**config.mk**
```make
export PLATFORM = sky130hd
export DESIGN_NAME = double_ended_queue_flat
export DESIGN_NICKNAME = d
export VERILOG_FILES = /design/src/rtl/dq_pkg.sv /design/src/rtl/dq_req_if.sv /design/src/rtl/dq_rsp_if.sv /design/src/rtl/dq_cell.sv /design/src/rtl/double_ended_queue.sv /design/src/flat_wrapper.sv
export SDC_FILE = /design/constraint.sdc
export NUM_CORES = 1
export LEC_CHECK = 0
export BUFFER_PORTS_ARGS = -buffer_cell sky130_fd_sc_hd__buf_2
export CELL_PAD_IN_SITES_DETAIL_PLACEMENT = 1
export CELL_PAD_IN_SITES_GLOBAL_PLACEMENT = 2
export CORE_MARGIN = 3
export CORE_UTILIZATION = 44
export CTS_CLUSTER_SIZE = 14
export DETAILED_ROUTE_END_ITERATION = 6
export PLACE_DENSITY_LB_ADDON = 0.08
export SLEW_MARGIN = 20
export SYNTH_ARGS = -nofsm -noshare
export SYNTH_HDL_FRONTEND = slang
export SYNTH_HIERARCHICAL = 1
export SYNTH_SLANG_ARGS = --single-unit
```
**constraint.sdc**
```tcl
create_clock -name clk -period 10 [get_ports clk]
set_input_delay 0.5 -clock clk [delete_from_list [all_inputs] [get_ports clk]]
set_output_delay 0.5 -clock clk [all_outputs]
set_load 0.01 [all_outputs]
```
**src/rtl/dq_pkg.sv**
```systemverilog
// ----------------------------------------------------------------------------
// dq_pkg
// Shared constants, request and status codes and cell control types for the
// double-ended queue.
// ----------------------------------------------------------------------------
package dq_pkg;

	localparam int DEPTH = 16;
	localparam int WORD_W = 32;
	localparam int CNT_W = $clog2(DEPTH + 1);
	localparam int REQ_W = 2;
	localparam int STATUS_W = 2;
	localparam int ENTRY_COUNT_W = 5;

	// request codes
	localparam logic [REQ_W-1:0] REQ_PUSH_FRONT = 2'd0;
	localparam logic [REQ_W-1:0] REQ_PUSH_REAR = 2'd1;
	localparam logic [REQ_W-1:0] REQ_POP_FRONT = 2'd2;
	localparam logic [REQ_W-1:0] REQ_POP_REAR = 2'd3;

	// status codes
	localparam logic [STATUS_W-1:0] ST_OK = 2'd0;
	localparam logic [STATUS_W-1:0] ST_EMPTY = 2'd1;
	localparam logic [STATUS_W-1:0] ST_FULL = 2'd2;

	typedef logic signed [WORD_W-1:0] word_t;

	typedef enum logic [2:0] {
		OP_HOLD,
		OP_PUSH_FRONT,
		OP_PUSH_REAR,
		OP_POP_FRONT,
		OP_POP_REAR
	} cell_op_t;

	// broadcast to every cell in the row
	typedef struct packed {
		cell_op_t op;
		word_t    word;
	} dq_ctl_t;

endpackage

```
**src/rtl/dq_req_if.sv**
```systemverilog
// ----------------------------------------------------------------------------
// dq_req_if
// Request channel: operation code and word to insert.
// ----------------------------------------------------------------------------
interface dq_req_if import dq_pkg::*; ();
	logic             valid;
	logic             ready;
	logic [REQ_W-1:0] req_type;
	word_t            push_value;

	modport source (output valid, req_type, push_value, input ready);
	modport sink (input valid, req_type, push_value, output ready);
endinterface

```
**src/rtl/dq_rsp_if.sv**
```systemverilog
// ----------------------------------------------------------------------------
// dq_rsp_if
// Response channel: popped word, status, count and current ends.
// ----------------------------------------------------------------------------
interface dq_rsp_if import dq_pkg::*; ();
	logic                     valid;
	logic                     ready;
	word_t                    popped_value;
	logic [STATUS_W-1:0]      status;
	logic [ENTRY_COUNT_W-1:0] entry_count;
	word_t                    front_value;
	word_t                    rear_value;
	logic                     is_empty;

	modport source (output valid, popped_value, status, entry_count, front_value,
		rear_value, is_empty, input ready);
	modport sink (input valid, popped_value, status, entry_count, front_value,
		rear_value, is_empty, output ready);
endinterface

```
**src/rtl/dq_cell.sv**
```systemverilog
// ----------------------------------------------------------------------------
// dq_cell
// One slot of the queue row. Words sit packed from cell 0 (front) upward;
// a cell shifts with its neighbors on front operations and acts alone at
// the rear boundary on rear operations.
// ----------------------------------------------------------------------------
module dq_cell import dq_pkg::*; (
	input  logic    clk,
	input  logic    arst_n,
	input  dq_ctl_t ctl,
	input  logic    left_valid,
	input  word_t   left_data,
	input  logic    right_valid,
	input  word_t   right_data,
	output logic    valid,
	output word_t   data,
	output logic    is_rear
);

	logic  valid_q;
	word_t data_q;

	always_ff @(posedge clk or negedge arst_n) begin
		if (!arst_n) begin
			valid_q <= 1'b0;
		end else begin
			case (ctl.op)
				OP_PUSH_FRONT: valid_q <= left_valid;
				OP_POP_FRONT:  valid_q <= right_valid;
				OP_PUSH_REAR: begin
					if (!valid_q && left_valid) begin
						valid_q <= 1'b1;
					end
				end
				OP_POP_REAR: begin
					if (valid_q && !right_valid) begin
						valid_q <= 1'b0;
					end
				end
				default: valid_q <= valid_q;
			endcase
		end
	end

	always_ff @(posedge clk) begin
		case (ctl.op)
			OP_PUSH_FRONT: data_q <= left_data;
			OP_POP_FRONT:  data_q <= right_data;
			OP_PUSH_REAR: begin
				if (!valid_q && left_valid) begin
					data_q <= ctl.word;
				end
			end
			default: data_q <= data_q;
		endcase
	end

	assign valid   = valid_q;
	assign data    = data_q;
	assign is_rear = valid_q && !right_valid;

endmodule

```
**src/rtl/double_ended_queue.sv**
```systemverilog
// ----------------------------------------------------------------------------
// double_ended_queue
// Bounded double-ended queue of signed words held in a row of cells, with
// push and pop at either end and one response per request.
// ----------------------------------------------------------------------------
//  channel  dir  handshake      payload
//  req      in   valid/ready    req_type, push_value
//  rsp      out  valid/ready    popped_value, status, entry_count,
//                               front_value, rear_value, is_empty
//
// a request updates the cell row and the pending stage at its accepting edge;
// its response enters the output register when the pending stage drains
// a new request is taken every cycle while the output register drains
// if rsp stalls, one request waits between the row and the output register
// and req.ready drops until the stall clears
// reset empties the row at once; no clearing pass
// ----------------------------------------------------------------------------
module double_ended_queue import dq_pkg::*; (
	input  logic clk,
	input  logic arst_n,
	dq_req_if.sink   req,
	dq_rsp_if.source rsp
);

	dq_ctl_t ctl;
	logic [DEPTH-1:0] cell_valid;
	logic [DEPTH-1:0] cell_rear;
	word_t            cell_data [DEPTH];

	logic [CNT_W-1:0] count_q;
	logic             pend_q;
	logic [STATUS_W-1:0] status_s1;
	word_t               popped_s1;

	logic                     rsp_valid_q;
	word_t                    popped_q;
	logic [STATUS_W-1:0]      status_q;
	logic [ENTRY_COUNT_W-1:0] entry_count_q;
	word_t                    front_q;
	word_t                    rear_q;
	logic                     is_empty_q;

	logic  acc;
	logic  drain;
	logic  full;
	logic  empty;
	word_t rear_data;
	logic [STATUS_W-1:0] status_next;
	word_t               popped_next;

	assign full  = count_q == CNT_W'(DEPTH);
	assign empty = count_q == '0;
	assign drain = pend_q && (!rsp_valid_q || rsp.ready);
	assign req.ready = !pend_q || drain;
	assign acc = req.valid && req.ready;

	// the rear cell is flagged locally, so this is a one-hot select
	always_comb begin
		rear_data = '0;
		for (int i = 0; i < DEPTH; i++) begin
			rear_data = rear_data | (cell_data[i] & {WORD_W{cell_rear[i]}});
		end
	end

	always_comb begin
		ctl.op      = OP_HOLD;
		ctl.word    = req.push_value;
		status_next = ST_OK;
		popped_next = '0;
		unique case (req.req_type)
			REQ_PUSH_FRONT: begin
				if (full) begin
					status_next = ST_FULL;
				end else if (acc) begin
					ctl.op = OP_PUSH_FRONT;
				end
			end
			REQ_PUSH_REAR: begin
				if (full) begin
					status_next = ST_FULL;
				end else if (acc) begin
					ctl.op = OP_PUSH_REAR;
				end
			end
			REQ_POP_FRONT: begin
				if (empty) begin
					status_next = ST_EMPTY;
				end else begin
					popped_next = cell_data[0];
					if (acc) begin
						ctl.op = OP_POP_FRONT;
					end
				end
			end
			REQ_POP_REAR: begin
				if (empty) begin
					status_next = ST_EMPTY;
				end else begin
					popped_next = rear_data;
					if (acc) begin
						ctl.op = OP_POP_REAR;
					end
				end
			end
		endcase
	end

	for (genvar g = 0; g < DEPTH; g++) begin : g_cell
		logic  left_valid;
		word_t left_data;
		logic  right_valid;
		word_t right_data;

		if (g == 0) begin : g_first
			assign left_valid = 1'b1;
			assign left_data  = req.push_value;
		end else begin : g_mid_l
			assign left_valid = cell_valid[g-1];
			assign left_data  = cell_data[g-1];
		end

		if (g == DEPTH - 1) begin : g_last
			assign right_valid = 1'b0;
			assign right_data  = '0;
		end else begin : g_mid_r
			assign right_valid = cell_valid[g+1];
			assign right_data  = cell_data[g+1];
		end

		dq_cell u_cell (
			.clk         (clk),
			.arst_n      (arst_n),
			.ctl         (ctl),
			.left_valid  (left_valid),
			.left_data   (left_data),
			.right_valid (right_valid),
			.right_data  (right_data),
			.valid       (cell_valid[g]),
			.data        (cell_data[g]),
			.is_rear     (cell_rear[g])
		);
	end

	always_ff @(posedge clk or negedge arst_n) begin
		if (!arst_n) begin
			count_q     <= '0;
			pend_q      <= 1'b0;
			rsp_valid_q <= 1'b0;
		end else begin
			if (ctl.op == OP_PUSH_FRONT || ctl.op == OP_PUSH_REAR) begin
				count_q <= count_q + CNT_W'(1);
			end else if (ctl.op == OP_POP_FRONT || ctl.op == OP_POP_REAR) begin
				count_q <= count_q - CNT_W'(1);
			end
			if (acc) begin
				pend_q <= 1'b1;
			end else if (drain) begin
				pend_q <= 1'b0;
			end
			if (drain) begin
				rsp_valid_q <= 1'b1;
			end else if (rsp.ready) begin
				rsp_valid_q <= 1'b0;
			end
		end
	end

	always_ff @(posedge clk) begin
		if (acc) begin
			status_s1 <= status_next;
			popped_s1 <= popped_next;
		end
		// the row already holds the state after the pending transaction
		if (drain) begin
			popped_q      <= popped_s1;
			status_q      <= status_s1;
			entry_count_q <= ENTRY_COUNT_W'(count_q);
			front_q       <= cell_valid[0] ? cell_data[0] : '0;
			rear_q        <= rear_data;
			is_empty_q    <= empty;
		end
	end

	assign rsp.valid        = rsp_valid_q;
	assign rsp.popped_value = popped_q;
	assign rsp.status       = status_q;
	assign rsp.entry_count  = entry_count_q;
	assign rsp.front_value  = front_q;
	assign rsp.rear_value   = rear_q;
	assign rsp.is_empty     = is_empty_q;

	a_count_matches_row: assert property (@(posedge clk) disable iff (!arst_n)
		$countones(cell_valid) == int'(count_q))
		else $error("count disagrees with occupied cells");

	a_single_rear: assert property (@(posedge clk) disable iff (!arst_n)
		$onehot0(cell_rear) && ((cell_rear == '0) == empty))
		else $error("rear flag not unique");

	a_full_push_no_change: assert property (@(posedge clk) disable iff (!arst_n)
		acc && full && (req.req_type == REQ_PUSH_FRONT || req.req_type == REQ_PUSH_REAR)
		|=> $stable(count_q) && $stable(cell_valid))
		else $error("rejected push changed the row");

	a_accept_pends: assert property (@(posedge clk) disable iff (!arst_n)
		acc |=> pend_q)
		else $error("accepted transaction lost");

endmodule
```
**src/flat_wrapper.sv**
```systemverilog
// flat-port wrapper written by rule: the top's interface ports become plain ports
module double_ended_queue_flat import dq_pkg::*;
  (clk, arst_n, req_valid, req_req_type, req_push_value, req_ready, rsp_valid, rsp_popped_value, rsp_status, rsp_entry_count, rsp_front_value, rsp_rear_value, rsp_is_empty, rsp_ready);
  dq_req_if req_i ();
  dq_rsp_if rsp_i ();
  input  logic clk;
  input  logic arst_n;
  input wire logic [$bits(req_i.valid)-1:0] req_valid;
  input wire logic [$bits(req_i.req_type)-1:0] req_req_type;
  input wire logic [$bits(req_i.push_value)-1:0] req_push_value;
  output wire logic [$bits(req_i.ready)-1:0] req_ready;
  output wire logic [$bits(rsp_i.valid)-1:0] rsp_valid;
  output wire logic [$bits(rsp_i.popped_value)-1:0] rsp_popped_value;
  output wire logic [$bits(rsp_i.status)-1:0] rsp_status;
  output wire logic [$bits(rsp_i.entry_count)-1:0] rsp_entry_count;
  output wire logic [$bits(rsp_i.front_value)-1:0] rsp_front_value;
  output wire logic [$bits(rsp_i.rear_value)-1:0] rsp_rear_value;
  output wire logic [$bits(rsp_i.is_empty)-1:0] rsp_is_empty;
  input wire logic [$bits(rsp_i.ready)-1:0] rsp_ready;
  assign req_i.valid = req_valid;
  assign req_i.req_type = req_req_type;
  assign req_i.push_value = req_push_value;
  assign req_ready = req_i.ready;
  assign rsp_valid = rsp_i.valid;
  assign rsp_popped_value = rsp_i.popped_value;
  assign rsp_status = rsp_i.status;
  assign rsp_entry_count = rsp_i.entry_count;
  assign rsp_front_value = rsp_i.front_value;
  assign rsp_rear_value = rsp_i.rear_value;
  assign rsp_is_empty = rsp_i.is_empty;
  assign rsp_i.ready = rsp_ready;
  double_ended_queue u_core (.clk(clk), .arst_n(arst_n), .req(req_i), .rsp(rsp_i));
endmodule
```
# ---- Yosys cells after proc, flatten, opt, wreduce, memory -nomap -nowiden
# Cells that the tools add are included.
dict set report word_totals {
  ff_bits 673
  input_bits 38
  out_inout_bits 106
  wordCells 297
}
dict set report classes {
  add_sub_neg 2
  eq_ne 39
  n_mux 99
  n_bitwise 31
  n_reduce_logical 83
}
# op count
set op_table {}
lappend op_table {{one-hot mux 32 bit (3 select lines)} 16}
lappend op_table {{two-way mux 32 bit} 18}
lappend op_table {{AND 32 bit} 16}
lappend op_table {{bitwise OR 32 bit} 15}
lappend op_table {{one-hot mux 32 bit (2 select lines)} 1}
lappend op_table {{!= test 2 bit, second input constant} 31}
lappend op_table {{one-hot mux 1 bit (4 select lines)} 14}
lappend op_table {{AND reduction 3 bit} 14}
lappend op_table {{two-way mux 1 bit} 36}
lappend op_table {{AND reduction 2 bit} 18}
lappend op_table {{logical AND 1 bit} 17}
lappend op_table {{logical NOT 1 bit} 17}
lappend op_table {{two-way mux 3 bit} 5}
lappend op_table {{one-hot mux 3 bit (4 select lines)} 1}
lappend op_table {{two-way mux 5 bit} 2}
lappend op_table {{nonzero test 3 bit} 3}
lappend op_table {{OR reduction 2 bit} 4}
lappend op_table {{== test 3 x 2 -> 1 bit, second input constant} 2}
lappend op_table {{two-way mux 2 bit} 3}
lappend op_table {{one-hot mux 1 bit (3 select lines)} 2}
lappend op_table {{nonzero test 2 bit} 3}
lappend op_table {{adder 5 x 1 -> 5 bit, second input constant} 1}
lappend op_table {{== test 5 bit, second input constant} 1}
lappend op_table {{logical NOT 5 bit} 1}
lappend op_table {{other kinds (9)} 13}

# ---- Depth between registers and ports, before layout
dict set report logic_depth {
  word_depth 20
  depth_mapped 11
}

# ---- By module
# Netlist, hierarchy kept.
# module n_inst cells_each area_per_inst_um2
set by_module_without_submodules {}
lappend by_module_without_submodules {dq_cell 16 151 1883.1}
lappend by_module_without_submodules {double_ended_queue 1 673 7932.6}

# ---- Least setup slack after synthesis
# OpenSTA, ideal clock, no wires.
dict set report synth_path {
  path_type {input port to flip-flop}
  startpoint {input req_req_type[0]}
  endpoint {register u_core.g_cell[0].u_cell.data_q[0], enable pin}
  arrival_ps 7562
  t_required_ps 9579
  path_slack_ps 2018
  cell_stages 6
  n_path_buf 2
  cell_sequence {clkbuf_1 -> clkinv_1 -> clkbuf_1 -> o21ai_0 -> a31oi_1 -> nor2_1}
}
# element line
set synth_lines {}
lappend synth_lines {{start, declared} flat_wrapper.sv:9} ;# input wire logic [$bits(req_i.req_type)-1:0] req_req_type;
lappend synth_lines {{end signal, assigned} dq_cell.sv:47} ;# OP_PUSH_FRONT: data_q <= left_data;
lappend synth_lines {{end signal, assigned} dq_cell.sv:48} ;# OP_POP_FRONT: data_q <= right_data;
lappend synth_lines {{end signal, assigned} dq_cell.sv:51} ;# data_q <= ctl.word;
lappend synth_lines {{end, declared} dq_cell.sv:21} ;# word_t data_q;

==> flow_summary.json <==
{
  "hold_violations": 0,
  "post-place-ws_ns": 5.24,
  "antenna_found_initial": 7,
  "overflow": 0,
  "via_count": 28000,
  "cts_resized": 0,
  "cp_data_required_time_ns": 10.32,
  "synth_area_per_cell_um2": 12.3,
  "track_usage_pct": 31.2,
  "max_cap_violations": 0,
  "first_global_vias": 28500,
  "fin_worst_skew_ns": 0.0306,
  "crit_buf_inv": 3,
  "finalMaxSlewViolations": 0,
  "slew_headroom_pct": 22.2,
  "p_leak_nw": 14.9,
  "path_max_fanout": 45,
  "crit_slowest_cell": "buf_4",
  "clock_sinks": 673,
  "drc_errors": 0,
  "hold_depth": 2,
  "worstRegToRegCells": 9,
  "crit_family": "buffers and inverters",
  "die_area_um2": 90100,
  "cp-end-kind": "flip-flop",
  "synth-seq-cells": 673,
  "clockBufferDepth": 3,
  "drt-initial-drc-count": 3016,
  "ys_warn_count": 6,
  "routabilityCongestion": 0.795,
  "portBuffers": 143,
  "cts-root-buf": "clkbuf_16",
  "nNetsFinal": 3217,
  "layout_setup_ws_ns": 5.43,
  "synth_edf_count": 650,
  "routed_wl_um": 142000,
  "layout-drive-gt1-share_pct": 24.5,
  "h-tree-depth": 3,
  "tightest_slew_ns": 1.17,
  "rows": 107,
  "setup_viol": 0,
  "core_area_um2": 85400,
  "clk_latency_ns": 0.63,
  "ir_drop_mv": 0.168,
  "top_usage_layer": "met2",
  "crit_top_cell": "buf_4",
  "timing.final.crit_share_pct": 45.7,
  "yosysSeqAreaShare_pct": 52.8,
  "grt_use_met1_pct": 43.2,
  "initial_utilization_pct": 44.6,
  "cts_buffers": 79,
  "dp_hpwl_um": 77200,
  "critPathLaunchType": "flip-flop",
  "final_cell_mix": "edfxtp_1, mux2i_1, nand2_1",
  "wl_per_cell_um": 32.5,
  "layout_commonest_cell": "edfxtp_1",
  "rsz0062_at_grt": "false",
  "dr.pass1.iters": 6,
  "rr_startpoint": "u_core/count_q[0]$_DFFE_PN0P_",
  "arrival_ns": 4.89,
  "path_clk_slew_ns": 0.06,
  "syn_inst": 3089,
  "grt_pass1_wl_um": 205000,
  "hp-class": "primary input to flip-flop",
  "cp-startpoint": "u_core/count_q[0]$_DFFE_PN0P_",
  "min_period_ns": 4.57,
  "p_per_area_nw_per_um2": 258,
  "yosysUniqueCellTypes": 38,
  "max_clock_freq_mhz": 219,
  "synth_ff_type": "edfxtp_1",
  "min_from": "req_valid",
  "fin_tns_setup_ns": 0,
  "die_h_um": 300,
  "viasPerCell": 6.40,
  "ant_nets": 0,
  "crit_chain": "or4_4 > o21ai_4 > buf_4 > or3_1 > o21ai_4 > buf_4 > nand2b_4 > buf_4 > o21ai_0",
  "fp.dieW_um": 300,
  "path_class": "flip-flop to flip-flop",
  "synthArstFlopShare_pct": 3.42,
  "syn_area_um2": 38100,
  "slowest_delay_ns": 0.82,
  "met3_usage_pct": 4.43,
  "grtUsageMet2_pct": 50.2,
  "io_pins": 144,
  "outcome": "finished clean",
  "worst-path-stages": 9,
  "nFillCells": 8871,
  "area_growth_pct": 9.23,
  "grt_max_degree": 138,
  "cts_tree": "done"
}
[flip-flops by register name, summed over array words and instances (netlist names), 5 cells and up]
| signal | cells |
|---|---|
| u_core/g_cell.u_cell/data | 512 |
| u_core/popped_s1 | 32 |
| u_core/rsp.popped_value | 32 |
| u_core/rsp.entry_count | 5 |
| u_core/rsp.front_value | 32 |
| u_core/rsp.rear_value | 32 |
| u_core/g_cell.u_cell/valid | 16 |
| u_core/count_q | 5 |
[synthesized netlist by cell type (all sizes together), types with 2 or more instances]
| cell | number | share of area, % |
|---|---|---|
| a21o | 17 | 0.34 |
| and2 | 33 | 0.54 |
| a22o | 128 | 2.9 |
| nand4 | 32 | 0.53 |
| buf | 181 | 5.4 |
| clkinv | 2 | 0.033 |
| xor2 | 2 | 0.046 |
| or3b | 16 | 0.37 |
| conb | 2 | 0.020 |
| ha | 3 | 0.099 |
| inv | 21 | 0.21 |
| mux2i | 528 | 14 |
| a31oi | 16 | 0.26 |
| edfxtp | 650 | 51 |
| a221oi | 144 | 3.3 |
| nor3 | 35 | 0.46 |
| nand2 | 516 | 5.1 |
| dfrtp | 23 | 1.5 |
| and2b | 16 | 0.32 |
| a21oi | 18 | 0.24 |
| nor2 | 102 | 1.0 |
| clkbuf | 57 | 0.56 |
| o21ai | 519 | 11 |
| nand2b | 19 | 0.31 |
| xnor2 | 4 | 0.092 |
[metal layers]
metal / vias up / part of all wire, %
li1: 12000 / -
met1: 14500 / 42
met2: 1254 / 47
met3: 288 / 8.1
met4: 4 / 3.6
met5: - / 0.019
[layout make-up]
cell class              instances  area [um^2]  area share, %
well taps                    1144         1430           3.44
clock inverters                40          427           1.03
flip-flops and latches        673        20100           48.3
clock buffers                 100         2100           5.05
multi-input cells            2191        16100           38.8
diodes                          2         5.00         0.0120
inverters                      23         91.3          0.220
repair buffers                207         1310           3.15
[power by group]
group	internal (W)	switching (W)	leakage [nW]
Clock	0.00169	0.00122	1.22
Combinational	0.00110	0.00251	7.30
Sequential	0.00381	0.000382	6.34
Total	0.00660	0.00411	14.9
[final timing paths]
path,endpoint,slack [ns]
hold / removal,u_core/pend_q$_DFFE_PN0P_,0.1
hold reg to reg,u_core/rsp.popped_value[6]$_DFFE_PP_,0.41
setup / recovery,u_core/g_cell[4].u_cell/data[15]$_DFFE_PP_,5.43
max in group asynchronous,u_core/g_cell[5].u_cell/valid$_DFFE_PN0P_,9.04
setup reg to reg,u_core/g_cell[4].u_cell/data[15]$_DFFE_PP_,5.43
min in group asynchronous,u_core/count_q[1]$_DFFE_PN0P_,0.49
[kinds of logic (layout without fill, tap and decap cells)]
group,count (synthesis),after routing,share of synthesized area (%)
adders and majority gates,4,4,0.151
and+or+nand+nor,773,773,8.72
xor gates and xnor gates,6,6,0.138
muxes,528,528,13.9
buffers and inverters,261,370,6.25
DFF,673,673,52.8
other,2,40,0.0197
AOI/OAI and AO/OA,842,842,18.0
[per-stage QoR]
step	area [um^2]	hold WS [ns]	utilization, %	std cells	power (W)
floorplan	38200	0.204	-	3125	0.00631
global placement	38900	0.401	45.6	4233	0.00766
detailed placement	39000	0.406	45.6	4235	0.00777
CTS	41500	0.0645	48.6	4376	0.0107
global route	41600	0.0886	48.7	4380	0.0111
finish	41600	0.0955	48.7	4380	0.0107
[repair_timing]
item                       in CTS  in global routing
hold endpoints to repair       23                  0
hold buffers                    1                  0
setup buffers                   0                  0
setup endpoints to repair       0                  0
Note: power is estimated with default switching activity, not from simulation.
